`src/rtl/asm_pkg.sv`:
```
// Shared codes, defaults and types for the attribute stack machine.
package asm_pkg;

  localparam int StackDepthDefault = 16;
  localparam int AttrCountDefault  = 16;

  localparam int CmdW    = 3;
  localparam int IdxW    = 4;
  localparam int ValW    = 32;
  localparam int StatusW = 2;

  localparam logic [CmdW-1:0] CmdSet    = 3'd0;
  localparam logic [CmdW-1:0] CmdLoad   = 3'd1;
  localparam logic [CmdW-1:0] CmdStore  = 3'd2;
  localparam logic [CmdW-1:0] CmdUnary  = 3'd3;
  localparam logic [CmdW-1:0] CmdBinary = 3'd4;
  localparam logic [CmdW-1:0] CmdRead   = 3'd5;

  localparam logic [StatusW-1:0] StatusOk        = 2'd0;
  localparam logic [StatusW-1:0] StatusUnderflow = 2'd1;
  localparam logic [StatusW-1:0] StatusOverflow  = 2'd2;

  typedef struct packed {
    logic [CmdW-1:0] command;
    logic            op_select;
  } asm_op_t;

endpackage

```
`src/rtl/asm_if.sv`:
```
// Instruction and result channel interfaces.
interface asm_cmd_if;
  import asm_pkg::*;
  logic                   valid;
  logic                   ready;
  logic [CmdW-1:0]        command;
  logic [IdxW-1:0]        attr_index;
  logic                   op_select;
  logic signed [ValW-1:0] set_value;
  logic                   end_of_program;

  modport source (output valid, command, attr_index, op_select, set_value, end_of_program,
                  input ready);
  modport sink (input valid, command, attr_index, op_select, set_value, end_of_program,
                output ready);
endinterface

interface asm_res_if;
  import asm_pkg::*;
  logic                   valid;
  logic                   ready;
  logic [IdxW-1:0]        out_index;
  logic signed [ValW-1:0] out_value;
  logic                   value_valid;
  logic [StatusW-1:0]     status;

  modport source (output valid, out_index, out_value, value_valid, status, input ready);
  modport sink (input valid, out_index, out_value, value_valid, status, output ready);
endinterface

```
`src/rtl/attribute_stack_machine.sv`:
```
// Attribute stack machine: postfix evaluator over an attribute register file.
// Channels: cmd_i takes one instruction per transfer (set, load, store, unary,
// binary, read, plus an end-of-program mark); res_o gives exactly one result
// per instruction, in order: slot, value, value_valid and status.
// Throughput is one instruction per cycle once the clearing pass is done and
// while res_o.ready stays high. An instruction is issued in the cycle of its
// transfer, which reads the attribute RAM and the stack RAM; the execute stage
// then runs it, does its RAM write-back and loads the output register.
// The top of stack lives in a register; back-to-back hits on the same RAM
// entry are forwarded from the executing instruction.
// After reset the attribute RAM is cleared, one entry per cycle, so cmd_i.ready
// stays low until the last entry is cleared. The stack needs no clearing.
// When the receiver stalls, the output register holds its result, one more
// instruction waits in the execute stage, and then cmd_i.ready drops.
module attribute_stack_machine #(
  parameter int STACK_DEPTH = asm_pkg::StackDepthDefault,
  parameter int ATTR_COUNT  = asm_pkg::AttrCountDefault
) (
  input  logic        clk_i,
  input  logic        rst_ni,
  asm_cmd_if.sink     cmd_i,
  asm_res_if.source   res_o
);
  import asm_pkg::*;

  localparam int StkAw  = (STACK_DEPTH > 1) ? $clog2(STACK_DEPTH) : 1;
  localparam int CntW   = $clog2(STACK_DEPTH + 1);
  localparam int AttrAw = (ATTR_COUNT > 1) ? $clog2(ATTR_COUNT) : 1;

  // clearing pass
  logic              clr_active_q;
  logic [AttrAw-1:0] clr_addr_q;

  // issue side
  logic              accept;
  logic [CntW-1:0]   count_q, count_d;
  logic [StatusW-1:0] status_d;
  logic              idx_ok;
  logic [StkAw-1:0]  stk_raddr;
  logic [StkAw-1:0]  stk_waddr_d;

  // execute stage
  logic                   s2_valid_q;
  logic [CmdW-1:0]        s2_cmd_q;
  logic [IdxW-1:0]        s2_idx_q;
  logic                   s2_sel_q;
  logic signed [ValW-1:0] s2_setv_q;
  logic [StatusW-1:0]     s2_status_q;
  logic                   s2_idx_ok_q;
  logic [StkAw-1:0]       s2_waddr_q;
  logic                   s2_fire;

  logic                   fwd_stk_q, fwd_attr_q;
  logic signed [ValW-1:0] fwd_stk_data_q, fwd_attr_data_q;

  logic signed [ValW-1:0] tos_q, tos_d;
  logic                   tos_we;

  logic [ValW-1:0]        stk_rdata, attr_rdata;
  logic signed [ValW-1:0] attr_val, next_val, alu_res;
  asm_op_t                alu_op;

  logic                   stk_we;
  logic signed [ValW-1:0] stk_wdata;
  logic                   attr_we;
  logic signed [ValW-1:0] attr_wdata;
  logic                   ram_attr_we;
  logic [AttrAw-1:0]      ram_attr_waddr;
  logic [ValW-1:0]        ram_attr_wdata;

  logic                   res_valid_d;
  logic [IdxW-1:0]        res_idx_d;
  logic signed [ValW-1:0] res_val_d;

  logic                   out_valid_q;
  logic [IdxW-1:0]        out_idx_q;
  logic signed [ValW-1:0] out_val_q;
  logic                   out_vv_q;
  logic [StatusW-1:0]     out_status_q;

  // ---------------- issue ----------------
  assign s2_fire      = s2_valid_q && (!out_valid_q || res_o.ready);
  assign cmd_i.ready  = !clr_active_q && (!s2_valid_q || s2_fire);
  assign accept       = cmd_i.valid && cmd_i.ready;
  assign idx_ok       = (32'(cmd_i.attr_index) < ATTR_COUNT);
  assign stk_raddr    = StkAw'(count_q - CntW'(2));

  always_comb begin
    status_d    = StatusOk;
    count_d     = count_q;
    stk_waddr_d = StkAw'(count_q);
    unique case (cmd_i.command)
      CmdLoad: begin
        if (32'(count_q) >= STACK_DEPTH) begin
          status_d = StatusOverflow;
        end else begin
          count_d = count_q + CntW'(1);
        end
      end
      CmdStore: begin
        if (count_q == '0) begin
          status_d = StatusUnderflow;
        end else begin
          count_d = count_q - CntW'(1);
        end
      end
      CmdUnary: begin
        stk_waddr_d = StkAw'(count_q - CntW'(1));
        if (count_q == '0) begin
          status_d = StatusUnderflow;
        end
      end
      CmdBinary: begin
        stk_waddr_d = StkAw'(count_q - CntW'(2));
        if (count_q < CntW'(2)) begin
          status_d = StatusUnderflow;
        end else begin
          count_d = count_q - CntW'(1);
        end
      end
      default: begin
      end
    endcase
    if (cmd_i.end_of_program) begin
      count_d = '0;
    end
  end

  always_ff @(posedge clk_i or negedge rst_ni) begin
    if (!rst_ni) begin
      clr_active_q <= 1'b1;
      clr_addr_q   <= '0;
      count_q      <= '0;
      s2_valid_q   <= 1'b0;
      out_valid_q  <= 1'b0;
    end else begin
      if (clr_active_q) begin
        clr_addr_q <= clr_addr_q + AttrAw'(1);
        if (clr_addr_q == AttrAw'(ATTR_COUNT - 1)) begin
          clr_active_q <= 1'b0;
        end
      end
      if (accept) begin
        count_q <= count_d;
      end
      if (accept) begin
        s2_valid_q <= 1'b1;
      end else if (s2_fire) begin
        s2_valid_q <= 1'b0;
      end
      if (s2_fire) begin
        out_valid_q <= 1'b1;
      end else if (res_o.ready) begin
        out_valid_q <= 1'b0;
      end
    end
  end

  always_ff @(posedge clk_i) begin
    if (accept) begin
      s2_cmd_q    <= cmd_i.command;
      s2_idx_q    <= cmd_i.attr_index;
      s2_sel_q    <= cmd_i.op_select;
      s2_setv_q   <= cmd_i.set_value;
      s2_status_q <= status_d;
      s2_idx_ok_q <= idx_ok;
      s2_waddr_q  <= stk_waddr_d;
      // catch writes that land on the entries read in this same cycle
      fwd_stk_q       <= s2_fire && stk_we && (s2_waddr_q == stk_raddr);
      fwd_stk_data_q  <= stk_wdata;
      fwd_attr_q      <= s2_fire && attr_we && (s2_idx_q == cmd_i.attr_index);
      fwd_attr_data_q <= attr_wdata;
    end
    if (s2_fire && tos_we) begin
      tos_q <= tos_d;
    end
    if (s2_fire) begin
      out_idx_q    <= res_idx_d;
      out_val_q    <= res_val_d;
      out_vv_q     <= res_valid_d;
      out_status_q <= s2_status_q;
    end
  end

  // ---------------- memories ----------------
  assign ram_attr_we    = clr_active_q || (s2_fire && attr_we);
  assign ram_attr_waddr = clr_active_q ? clr_addr_q : AttrAw'(s2_idx_q);
  assign ram_attr_wdata = clr_active_q ? '0 : attr_wdata;

  asm_ram #(
    .WIDTH (ValW),
    .DEPTH (ATTR_COUNT)
  ) u_attr_ram (
    .clk_i   (clk_i),
    .we_i    (ram_attr_we),
    .waddr_i (ram_attr_waddr),
    .wdata_i (ram_attr_wdata),
    .re_i    (accept),
    .raddr_i (AttrAw'(cmd_i.attr_index)),
    .rdata_o (attr_rdata)
  );

  asm_ram #(
    .WIDTH (ValW),
    .DEPTH (STACK_DEPTH)
  ) u_stack_ram (
    .clk_i   (clk_i),
    .we_i    (s2_fire && stk_we),
    .waddr_i (s2_waddr_q),
    .wdata_i (stk_wdata),
    .re_i    (accept),
    .raddr_i (stk_raddr),
    .rdata_o (stk_rdata)
  );

  // ---------------- execute ----------------
  assign attr_val = !s2_idx_ok_q ? '0 : (fwd_attr_q ? fwd_attr_data_q : attr_rdata);
  assign next_val = fwd_stk_q ? fwd_stk_data_q : stk_rdata;
  assign alu_op   = '{command: s2_cmd_q, op_select: s2_sel_q};

  asm_alu u_alu (
    .op_i     (alu_op),
    .tos_i    (tos_q),
    .next_i   (next_val),
    .result_o (alu_res)
  );

  always_comb begin
    stk_we      = 1'b0;
    stk_wdata   = alu_res;
    attr_we     = 1'b0;
    attr_wdata  = tos_q;
    tos_we      = 1'b0;
    tos_d       = alu_res;
    res_valid_d = 1'b0;
    res_idx_d   = '0;
    res_val_d   = '0;
    unique case (s2_cmd_q)
      CmdSet: begin
        attr_we    = s2_idx_ok_q;
        attr_wdata = s2_setv_q;
      end
      CmdLoad: begin
        if (s2_status_q == StatusOk) begin
          stk_we    = 1'b1;
          stk_wdata = attr_val;
          tos_we    = 1'b1;
          tos_d     = attr_val;
        end
      end
      CmdStore: begin
        if (s2_status_q == StatusOk) begin
          attr_we     = s2_idx_ok_q;
          tos_we      = 1'b1;
          tos_d       = next_val;
          res_valid_d = 1'b1;
          res_idx_d   = s2_idx_q;
          res_val_d   = tos_q;
        end
      end
      CmdUnary: begin
        // copy leaves the stack as it is
        if (s2_status_q == StatusOk && s2_sel_q) begin
          stk_we = 1'b1;
          tos_we = 1'b1;
        end
      end
      CmdBinary: begin
        if (s2_status_q == StatusOk) begin
          stk_we = 1'b1;
          tos_we = 1'b1;
        end
      end
      CmdRead: begin
        res_valid_d = 1'b1;
        res_idx_d   = s2_idx_q;
        res_val_d   = attr_val;
      end
      default: begin
      end
    endcase
  end

  assign res_o.valid       = out_valid_q;
  assign res_o.out_index   = out_idx_q;
  assign res_o.out_value   = out_val_q;
  assign res_o.value_valid = out_vv_q;
  assign res_o.status      = out_status_q;

endmodule

```
`src/rtl/asm_ram.sv`:
```
// Generic single-write, single-read RAM with registered read data.
module asm_ram #(
  parameter int WIDTH = 32,
  parameter int DEPTH = 16
) (
  input  logic                                   clk_i,
  input  logic                                   we_i,
  input  logic [((DEPTH > 1) ? $clog2(DEPTH) : 1)-1:0] waddr_i,
  input  logic [WIDTH-1:0]                       wdata_i,
  input  logic                                   re_i,
  input  logic [((DEPTH > 1) ? $clog2(DEPTH) : 1)-1:0] raddr_i,
  output logic [WIDTH-1:0]                       rdata_o
);

  logic [WIDTH-1:0] mem_q [DEPTH];
  logic [WIDTH-1:0] rdata_q;

  always_ff @(posedge clk_i) begin
    if (we_i) begin
      mem_q[waddr_i] <= wdata_i;
    end
    // read returns the old contents on a same-address write
    if (re_i) begin
      rdata_q <= mem_q[raddr_i];
    end
  end

  assign rdata_o = rdata_q;

endmodule

```
`src/rtl/asm_alu.sv`:
```
// Saturating Q16.16 negate, add and subtract on the top of stack.
module asm_alu (
  input  asm_pkg::asm_op_t               op_i,
  input  logic signed [asm_pkg::ValW-1:0] tos_i,
  input  logic signed [asm_pkg::ValW-1:0] next_i,
  output logic signed [asm_pkg::ValW-1:0] result_o
);
  import asm_pkg::*;

  localparam logic signed [ValW-1:0] ValMax = {1'b0, {(ValW-1){1'b1}}};
  localparam logic signed [ValW-1:0] ValMin = {1'b1, {(ValW-1){1'b0}}};

  logic signed [ValW:0] tos_x;
  logic signed [ValW:0] next_x;
  logic signed [ValW:0] wide;

  assign tos_x  = {tos_i[ValW-1], tos_i};
  assign next_x = {next_i[ValW-1], next_i};

  always_comb begin
    if (op_i.command == CmdBinary) begin
      wide = op_i.op_select ? (tos_x - next_x) : (tos_x + next_x);
    end else begin
      wide = (ValW+1)'(0) - tos_x;
    end
    // clamp when the two top bits disagree
    if (wide[ValW] != wide[ValW-1]) begin
      result_o = wide[ValW] ? ValMin : ValMax;
    end else begin
      result_o = wide[ValW-1:0];
    end
  end

endmodule
```
`src/flat_wrapper.sv`:
```
// flat-port wrapper written by rule: the top's interface ports become plain ports
module attribute_stack_machine_flat import asm_pkg::*;
#(
  parameter int STACK_DEPTH = asm_pkg::StackDepthDefault,
  parameter int ATTR_COUNT  = asm_pkg::AttrCountDefault
)
  (clk_i, rst_ni, cmd_i_valid, cmd_i_command, cmd_i_attr_index, cmd_i_op_select, cmd_i_set_value, cmd_i_end_of_program, cmd_i_ready, res_o_valid, res_o_out_index, res_o_out_value, res_o_value_valid, res_o_status, res_o_ready);
  asm_cmd_if cmd_i_i ();
  asm_res_if res_o_i ();
  input  logic clk_i;
  input  logic rst_ni;
  input wire logic [$bits(cmd_i_i.valid)-1:0] cmd_i_valid;
  input wire logic [$bits(cmd_i_i.command)-1:0] cmd_i_command;
  input wire logic [$bits(cmd_i_i.attr_index)-1:0] cmd_i_attr_index;
  input wire logic [$bits(cmd_i_i.op_select)-1:0] cmd_i_op_select;
  input wire logic [$bits(cmd_i_i.set_value)-1:0] cmd_i_set_value;
  input wire logic [$bits(cmd_i_i.end_of_program)-1:0] cmd_i_end_of_program;
  output wire logic [$bits(cmd_i_i.ready)-1:0] cmd_i_ready;
  output wire logic [$bits(res_o_i.valid)-1:0] res_o_valid;
  output wire logic [$bits(res_o_i.out_index)-1:0] res_o_out_index;
  output wire logic [$bits(res_o_i.out_value)-1:0] res_o_out_value;
  output wire logic [$bits(res_o_i.value_valid)-1:0] res_o_value_valid;
  output wire logic [$bits(res_o_i.status)-1:0] res_o_status;
  input wire logic [$bits(res_o_i.ready)-1:0] res_o_ready;
  assign cmd_i_i.valid = cmd_i_valid;
  assign cmd_i_i.command = cmd_i_command;
  assign cmd_i_i.attr_index = cmd_i_attr_index;
  assign cmd_i_i.op_select = cmd_i_op_select;
  assign cmd_i_i.set_value = cmd_i_set_value;
  assign cmd_i_i.end_of_program = cmd_i_end_of_program;
  assign cmd_i_ready = cmd_i_i.ready;
  assign res_o_valid = res_o_i.valid;
  assign res_o_out_index = res_o_i.out_index;
  assign res_o_out_value = res_o_i.out_value;
  assign res_o_value_valid = res_o_i.value_valid;
  assign res_o_status = res_o_i.status;
  assign res_o_i.ready = res_o_ready;
  attribute_stack_machine #(.STACK_DEPTH(STACK_DEPTH), .ATTR_COUNT(ATTR_COUNT)) u_core (.clk_i(clk_i), .rst_ni(rst_ni), .cmd_i(cmd_i_i), .res_o(res_o_i));
endmodule
```
`config.mk`:
```
export PLATFORM = sky130hd
export DESIGN_NAME = attribute_stack_machine_flat
export DESIGN_NICKNAME = d
export VERILOG_FILES = /design/src/rtl/asm_pkg.sv /design/src/rtl/asm_if.sv /design/src/rtl/attribute_stack_machine.sv /design/src/rtl/asm_ram.sv /design/src/rtl/asm_alu.sv /design/src/flat_wrapper.sv
export SDC_FILE = /design/constraint.sdc
export NUM_CORES = 1
export LEC_CHECK = 0
export CAP_MARGIN = 20
export CORE_AREA = 2 2 348 350
export CTS_CLUSTER_SIZE = 16
export DETAILED_ROUTE_END_ITERATION = 12
export DIE_AREA = 0 0 350 352
export DONT_BUFFER_PORTS = 1
export PLACE_DENSITY = 0.65
export SETUP_SLACK_MARGIN = 0.4
export SLEW_MARGIN = 20
export SYNTH_ARGS = -nofsm -noshare
export SYNTH_HDL_FRONTEND = slang
export SYNTH_SLANG_ARGS = --single-unit
export TNS_END_PERCENT = 30
```
`constraint.sdc`:
```
create_clock -name clk_i -period 6.3 [get_ports clk_i]
set_clock_uncertainty 0.1 [all_clocks]
set_input_delay 0.63 -clock clk_i [delete_from_list [all_inputs] [get_ports clk_i]]
set_output_delay 0.63 -clock clk_i [all_outputs]
set_load 0.03 [all_outputs]
```
==> flow_metrics.tcl, run 1 <==
set metrics [dict create \
    tritoncts_clock_tree "done" \
    run_status "complete, no violations" \
    design.die.area_mm2 0.1232 \
    worstPathArrival_ns 6.11 \
    place_congestion 0.9875 \
    p_sw_mw 5.809 \
    layout.cells.most_common_list "edfxtp_1, mux4_2, nand2_1" \
    post_layout_instance_area_mm2 0.06175 \
    grt_setup_unrepaired "yes" \
    setup.worst_path.class "reg2reg" \
    dp_hpwl_um 86750 \
    power.leakage_nw 19.46 \
    io_pins 86 \
    drc 0 \
    clk_latency_ns 0.75 \
    fp.coreArea_mm2 0.1193 \
    tritoncts_num_sinks 1283 \
    post_synthesis_cell_type_count 82 \
    cts-buffers-inserted 133 \
    synthCells 2850 \
    finalPower_mw 22.08 \
    initial_standard_cell_utilization_of_the_core_pct 44.77 \
    timing.slew.headroom_pct 28.39 \
    fp-row-count 127 \
    drt.antenna.violating_nets 0 \
    die_y_um 352 \
    worstPathBufferInverterCount 3 \
    post-route-period-util_pct 90.78 \
    crit_fanout 19 \
    setup_viol 0 \
    vias 28570 \
    clkSlewWorstSetupHoldPaths_ns 0.06 \
    dp_slack_ns 0.1705 \
    yosys_register_bits 1283 \
    numPortBuffers 0 \
    place_area_mm2 0.05631 \
    power.share.combinational_pct 18.0 \
    critPathRequiredTime_ns 6.69 \
    antenna_violations_before_repair 4 \
    cp_slowest_cell "edfxtp_1" \
    clock_power_share_pct 35.4 \
    worst_path_largest_cell_delay_ns 0.46 \
    ctsHtreeMaxLevel 4 \
    critical-path-top-delay-family "simple AND/OR/NAND/NOR gates" \
    critPathCaptureType "flip-flop" \
    grt_util_all_layers_pct 22.80 \
    worst_ir_drop_vdd_v 0.0002676 \
    share_of_flip_flops_with_an_asynchronous_set_or_reset_after_synthesis_pct 0.9353 \
    grt.overflow.total 0 \
    max_clock_freq_mhz 174.8 \
    worstPathCellList "buf_12 -> nor3_1 -> o211ai_1 -> or3_4 -> nor2_1 -> and2_4 -> nand2_1 -> nor2_1 -> a31oi_1 -> xor2_1 -> ha_1 -> and2_1 -> or3b_2 -> o311a_1 -> o211ai_1 -> a21oi_1 -> xnor2_2 -> a211oi_4 -> buf_8 -> nand2_2 -> buf_12 -> o211ai_1" \
    synth_seq_area_share_pct 72.01 \
    seqPwrFrac_pct 46.6 \
    first_pass_iters 5 \
    postSynthNetCount 2936 \
    synth_flop_cell "edfxtp_1" \
    critical_path.startpoint_type "flip-flop" \
    synth_area_leader_cell "edfxtp_1" \
    tns_ns 0 \
    synth_top_cells_by_area "edfxtp_1, mux4_2, mux2i_1, nand2_1, ha_1" \
    grt_pass1_vias 29180 \
    tightestPinTransition_ns 1.072 \
    layout_commonest_cell "edfxtp_1" \
    first_iter_violations 3514 \
    postLayoutCoreUtil_pct 51.75 \
    design.final.nets 3099 \
    root_buffer "clkbuf_16" \
    reg2reg_setup_slack_ns 0.58 \
    cts-root-to-sink-buffers 3 \
    wire_per_inst_um 29.51 \
    layoutNonFillerInstCount 4729 \
    drive_above_1_share_pct 25.50 \
    power_density_mw_per_mm2 357.5 \
    area_growth_syn_to_layout_pct 15.59 \
    grt_start_max_net_pins 131 \
    final-max-slew-violation-count 0 \
    type_of_the_tightest_min_delay_check "in2reg" \
    synth_top_area_share_pct 71.44 \
    wire_length_of_the_first_global_routing_pass_um 203100 \
    synthesis.area_mm2 0.05342 \
    placed_cells_incl_taps 4426 \
    final.min_clock_period_ns 5.719 \
    die_width_um 350 \
    intPower_mw 16.27 \
    totalWireLength_um 139600 \
    hold_worst_slack_ns 0.06072 \
    critical_path.most_common_cell "o211ai_1" \
    routed_via_density 6.041 \
    power.switching_fraction_pct 26.31 \
    cap_viol_max_count 0 \
    final_hold_viol_count 0 \
    syn-mean-instance-area_um2 18.75 \
    ys.warnings.count 0 \
    final.setup.worst_slack_ns 0.5806 \
    synth_edf_count 1271 \
]
-- worst paths after layout --
check,cells after the start,endpoint,startpoint
max in group asynchronous,1,u_core.count_q[0]$_DFFE_PN0P_,rst_ni
min in group asynchronous,1,u_core.res_o.valid$_DFFE_PN0P_,rst_ni
worst min register to register,1,u_core.clr_active_q$_DFF_PN1_,u_core.clr_addr_q[3]$_DFFE_PN0P_
worst max-delay path,22,u_core.tos_q[11]$_DFFE_PP_,u_core.fwd_stk_q$_DFFE_PP_
worst max register to register,22,u_core.tos_q[11]$_DFFE_PP_,u_core.fwd_stk_q$_DFFE_PP_
worst min-delay path,2,u_core.s2_status_q[1]$_DFFE_PP_,cmd_i_command[0]
-- logic make-up (layout without fill, tap and decap cells) --
logic type	after synthesis	count (layout)	synth area share (%)
flops	1283	1283	72.01
simple gates	462	462	4.202
mux	428	428	15.60
compound gates	359	359	4.253
buf+inv	176	440	1.300
xor+xnor	100	100	1.639
fa+ha+maj	42	42	0.9954
other cells	0	3	0
-- power groups by stage --
stage               clock, mW  sequential, mW  combinational, mW
floorplan                   0            10.3               2.62
global placement            0            10.5               3.67
detailed placement          0            10.5               3.71
CTS                      7.95            10.3               3.79
global route             8.27            10.3               4.23
finish                   7.81            10.3               3.97
-- synth_stat cells, types with 5 or more instances --
cell,n
a211oi_1,8
a21o_1,9
a21oi_1,72
a22oi_1,12
a31oi_1,26
and2_1,40
buf_1,30
buf_2,5
clkbuf_1,109
dfrtp_1,11
edfxtp_1,1271
ha_1,40
inv_1,25
mux2_2,35
mux2i_1,72
mux4_2,320
nand2_1,157
nand2b_1,12
nand3_1,25
nand4_1,6
nor2_1,109
nor2b_1,15
nor3_1,34
nor3b_1,15
nor4_1,11
o211ai_1,26
o21ai_0,91
o21ai_1,10
o21bai_1,6
o22ai_1,41
o41ai_1,5
or3_1,10
xnor2_1,44
xor2_1,56
-- repair_timing --
| item | 4_1_cts | 5_1_grt |
|---|---|---|
| endpoints found under the setup margin | 414 | 557 |
| setup buffers | 2 | 18 |
| hold endpoints to repair | 58 | 0 |
| gates cloned | 0 | 1 |
| pin swaps | 2 | 18 |
| hold buffers | 43 | 0 |
| resized for setup | 6 | 43 |
-- area by class of cell --
type | instances | area [um^2]
clock buffer | 164 | 3612
sequential | 1283 | 38480
clock inverter | 72 | 737.0
timing repair buffer | 178 | 1793
antenna | 3 | 7.507
inverter | 26 | 105.1
tap | 1612 | 2017
fill | 9385 | 57580
multi-input combinational | 1391 | 15010
-- registers in the layout (all words and copies together), names as in the netlist, 2 cells and up --
name	flops
u_core.res_o.out_value	32
u_core.fwd_attr_data_q	32
u_core.u_attr_ram.mem_q	512
u_core.s2_setv_q	32
u_core.u_attr_ram.rdata_o	32
u_core.s2_waddr_q	4
u_core.tos_q	32
u_core.u_stack_ram.rdata_o	32
u_core.res_o.status	2
u_core.s2_status_q	2
u_core.u_stack_ram.mem_q	512
u_core.count_q	5
u_core.s2_cmd_q	3
u_core.res_o.out_index	4
u_core.clr_addr_q	4
u_core.fwd_stk_data_q	32
u_core.s2_idx_q	4
-- layer usage --
metal  vias to the layer above  wire length, um  global-route usage (%)
met5                         -               20                       0
met4                         2             3204                   6.448
met2                      1159            68570                   36.86
li1                      12030                -                       -
met1                     15160            57250                   31.34
met3                       216            10510                   4.843
-- worst register-to-register path: stages (launching register included) --
cell and delay, ns:
edfxtp_1 0.46, buf_12 0.20, nor3_1 0.30, o211ai_1 0.22
or3_4 0.44, nor2_1 0.17, and2_4 0.19, nand2_1 0.07
nor2_1 0.20, a31oi_1 0.13, xor2_1 0.20, ha_1 0.36
and2_1 0.22, or3b_2 0.46, o311a_1 0.14, o211ai_1 0.10
a21oi_1 0.12, xnor2_2 0.24, a211oi_4 0.33, buf_8 0.25
nand2_2 0.17, buf_12 0.22, o211ai_1 0.20
No activity file was read; power rests on OpenSTA's default activity.
==> run 2, diff against run 1 <==
- PLACE_DENSITY: 0.65 -> not set
- PLACE_DENSITY_LB_ADDON: not set -> 0.05
==> run 2 against run 1 <==
Against the previous run: the run now ends with max-capacitance violations, max-slew violations left; clock-buffer cell count up 2; worst setup slack worse by 0.021 ns; die area unchanged; sequential cell count unchanged; register-to-register slack lost 0.02 ns; final cell count grew 0.25%; worst hold slack gained 0.00098 ns; total power rose by 0.49%; cell area about the same; global-route usage is 0.82 points higher; sequential share of layout area about the same; critical endpoint is now u_core.u_stack_ram.mem_q[11][25]$_DFFE_PP_; largest power group unchanged.
==> flow_metrics.tcl, run 2 (synthesis results as in run 1) <==
set metrics [dict create \
    run_status "finished, violations left" \
    failed_checks "max-capacitance violations, max-slew violations" \
    final.min_clock_period_ns 5.740 \
    setup_viol 0 \
    fp.coreArea_mm2 0.1193 \
    worstPathCellList "buf_12 -> nor4_1 -> a21oi_1 -> or3_1 -> nor2_1 -> and2_2 -> nor2b_1 -> nor2_1 -> xor2_1 -> ha_1 -> buf_4 -> and3_1 -> a311o_1 -> a221o_1 -> or3_4 -> a31oi_4 -> buf_4 -> inv_1 -> maj3_2 -> mux2_4" \
    worstPathArrival_ns 6.08 \
    final-max-slew-violation-count 5 \
    tritoncts_num_sinks 1283 \
    layout.cells.most_common_list "edfxtp_1, mux4_2, nand2_1" \
    place_congestion 0.8970 \
    totalWireLength_um 146100 \
    grt_start_max_net_pins 131 \
    endpoint "u_core.u_stack_ram.mem_q[11][25]$_DFFE_PP_" \
    drt.antenna.violating_nets 0 \
    place_area_mm2 0.05634 \
    power.leakage_nw 19.48 \
    design.final.nets 3110 \
    tightestPinTransition_ns 1.549 \
    cap_viol_max_count 2 \
    dp_hpwl_um 87850 \
    first_iter_violations 2738 \
    initial_standard_cell_utilization_of_the_core_pct 44.77 \
    drc 0 \
    wire_length_of_the_first_global_routing_pass_um 207500 \
    worst_path_largest_cell_delay_ns 0.45 \
    crit_fanout 21 \
    fp-row-count 127 \
    setup.worst_path.class "reg2reg" \
    finalPower_mw 22.18 \
    grt_util_all_layers_pct 23.62 \
    numPortBuffers 0 \
    reg2reg_setup_slack_ns 0.56 \
    worstSetupStartpoint "u_core.fwd_stk_q$_DFFE_PP_" \
    hold_worst_slack_ns 0.06170 \
    type_of_the_tightest_min_delay_check "in2reg" \
    area_growth_syn_to_layout_pct 15.56 \
    drive_above_1_share_pct 26.22 \
    vias 28250 \
    critPathRequiredTime_ns 6.64 \
    postLayoutCoreUtil_pct 51.73 \
    grt.overflow.total 0 \
    die_width_um 350 \
    r2r.worst_path.cells 20 \
    cts-root-to-sink-buffers 3 \
    clk_latency_ns 0.74 \
    critPathCaptureType "flip-flop" \
    wire_per_inst_um 30.82 \
    grt_setup_unrepaired "yes" \
    max_clock_freq_mhz 174.2 \
    layout_commonest_cell "edfxtp_1" \
    clkSlewWorstSetupHoldPaths_ns 0.06 \
    first_pass_iters 5 \
    final_hold_viol_count 0 \
    reg_top3 "u_core.u_attr_ram.mem_q: 512 flops, u_core.u_stack_ram.mem_q: 512 flops" \
    r2r_end "u_core.u_stack_ram.mem_q[11][25]$_DFFE_PP_" \
    worst_ir_drop_vdd_v 0.0002193 \
    tritoncts_clock_tree "done" \
    post_layout_instance_area_mm2 0.06174 \
    design.die.area_mm2 0.1232 \
    fill_cells 9575 \
    critical_path.startpoint_type "flip-flop" \
    io_pins 86 \
    grt_pass1_vias 28550 \
    power_density_mw_per_mm2 359.3 \
    cp_slowest_cell "edfxtp_1" \
    die_y_um 352 \
    timing.slew.headroom_pct -6.223 \
    antenna_violations_before_repair 1 \
    post-route-period-util_pct 91.12 \
    ctsHtreeMaxLevel 4 \
    routed_via_density 5.960 \
    root_buffer "clkbuf_16" \
    cts-buffers-inserted 138 \
    reg2reg_from "u_core.fwd_stk_q$_DFFE_PP_" \
]
[run 2: cell count changes in the layout (fill, tap and decap cells not counted), moves of 3 or more]
cell / delta
buf_4: +15
clkinv_2: +13
buf_12: -7
clkinv_1: -6
o22ai_2: +5
o22ai_4: -5
clkbuf_8: -4
clkbuf_16: +3
[run 2: area by class of cell]
type | instances | area, um^2 | share of cell area, %
Timing Repair Buffer | 182 | 1688 | 2.734
Inverter | 26 | 105.1 | 0.1702
Multi-Input combinational cell | 1393 | 15080 | 24.42
Sequential cell | 1283 | 38480 | 62.32
Antenna cell | 2 | 5.005 | 0.008107
Tap cell | 1612 | 2017 | 3.267
Clock inverter | 77 | 705.7 | 1.143
Clock buffer | 166 | 3665 | 5.936
[run 2: timing repair]
action / CTS / global route
endpoints found under the setup margin: 525 / 552
hold endpoints to repair: 57 / 0
pin swaps: 2 / 14
buffers inserted: 1 / 16
hold buffers: 42 / 0
gates cloned: 0 / 2
resized for setup: 15 / 45
[run 2: worst min path at each step]
stage,startpoint,endpoint,slack (ns),depth (start not counted)
floorplan,rst_ni,u_core.clr_addr_q[0]$_DFFE_PN0P_,0.23,0
global placement,rst_ni,u_core.clr_addr_q[0]$_DFFE_PN0P_,0.23,0
detailed placement,rst_ni,u_core.clr_addr_q[0]$_DFFE_PN0P_,0.23,0
CTS,cmd_i_attr_index[3],u_core.u_attr_ram.rdata_o[2]$_DFFE_PP_,0.003,1
global route,cmd_i_attr_index[3],u_core.u_attr_ram.rdata_o[2]$_DFFE_PP_,0.02,1
finish,cmd_i_attr_index[3],u_core.u_attr_ram.rdata_o[2]$_DFFE_PP_,0.06,1
[run 2: worst max-delay path, delay by kind of cell (launching register included)]
kind                     cells  cell delay (ns)
AO/OA/AOI/OAI                4             1.12
adder cells (fa/ha/maj)      2             0.64
buffers and inverters        4             0.66
flip-flops                   1             0.45
XOR/XNOR                     1             0.16
AND/OR/NAND/NOR              8             1.94
multiplexers                 1             0.35
[run 2: power breakdown]
part,leakage [nW],internal (mW),switching [mW]
combinational,5.63,1.69,2.36
sequential,11.7,9.96,0.314
clock,2.13,4.59,3.26
total,19.5,16.2,5.93
[run 2: metrics by stage]
step | worst slack (ns) | cells | setup TNS (ns)
2_1_floorplan | 0.4053 | 2850 | 0
3_3_place_gp | 0.1531 | 4435 | 0
3_5_place_dp | -0.02835 | 4435 | -0.8709
4_1_cts | 0.4229 | 4721 | 0
5_1_grt | 0.3633 | 4740 | 0
6_report | 0.5597 | 4741 | 0
[run 2: layer usage]
metal,vias to the layer above,GRT usage (%),wire length (um)
li1,12060,-,-
met1,15160,31.87,60890
met2,848,40.41,74980
met3,183,3.311,7209
met4,0,6.026,3020
met5,-,0,0
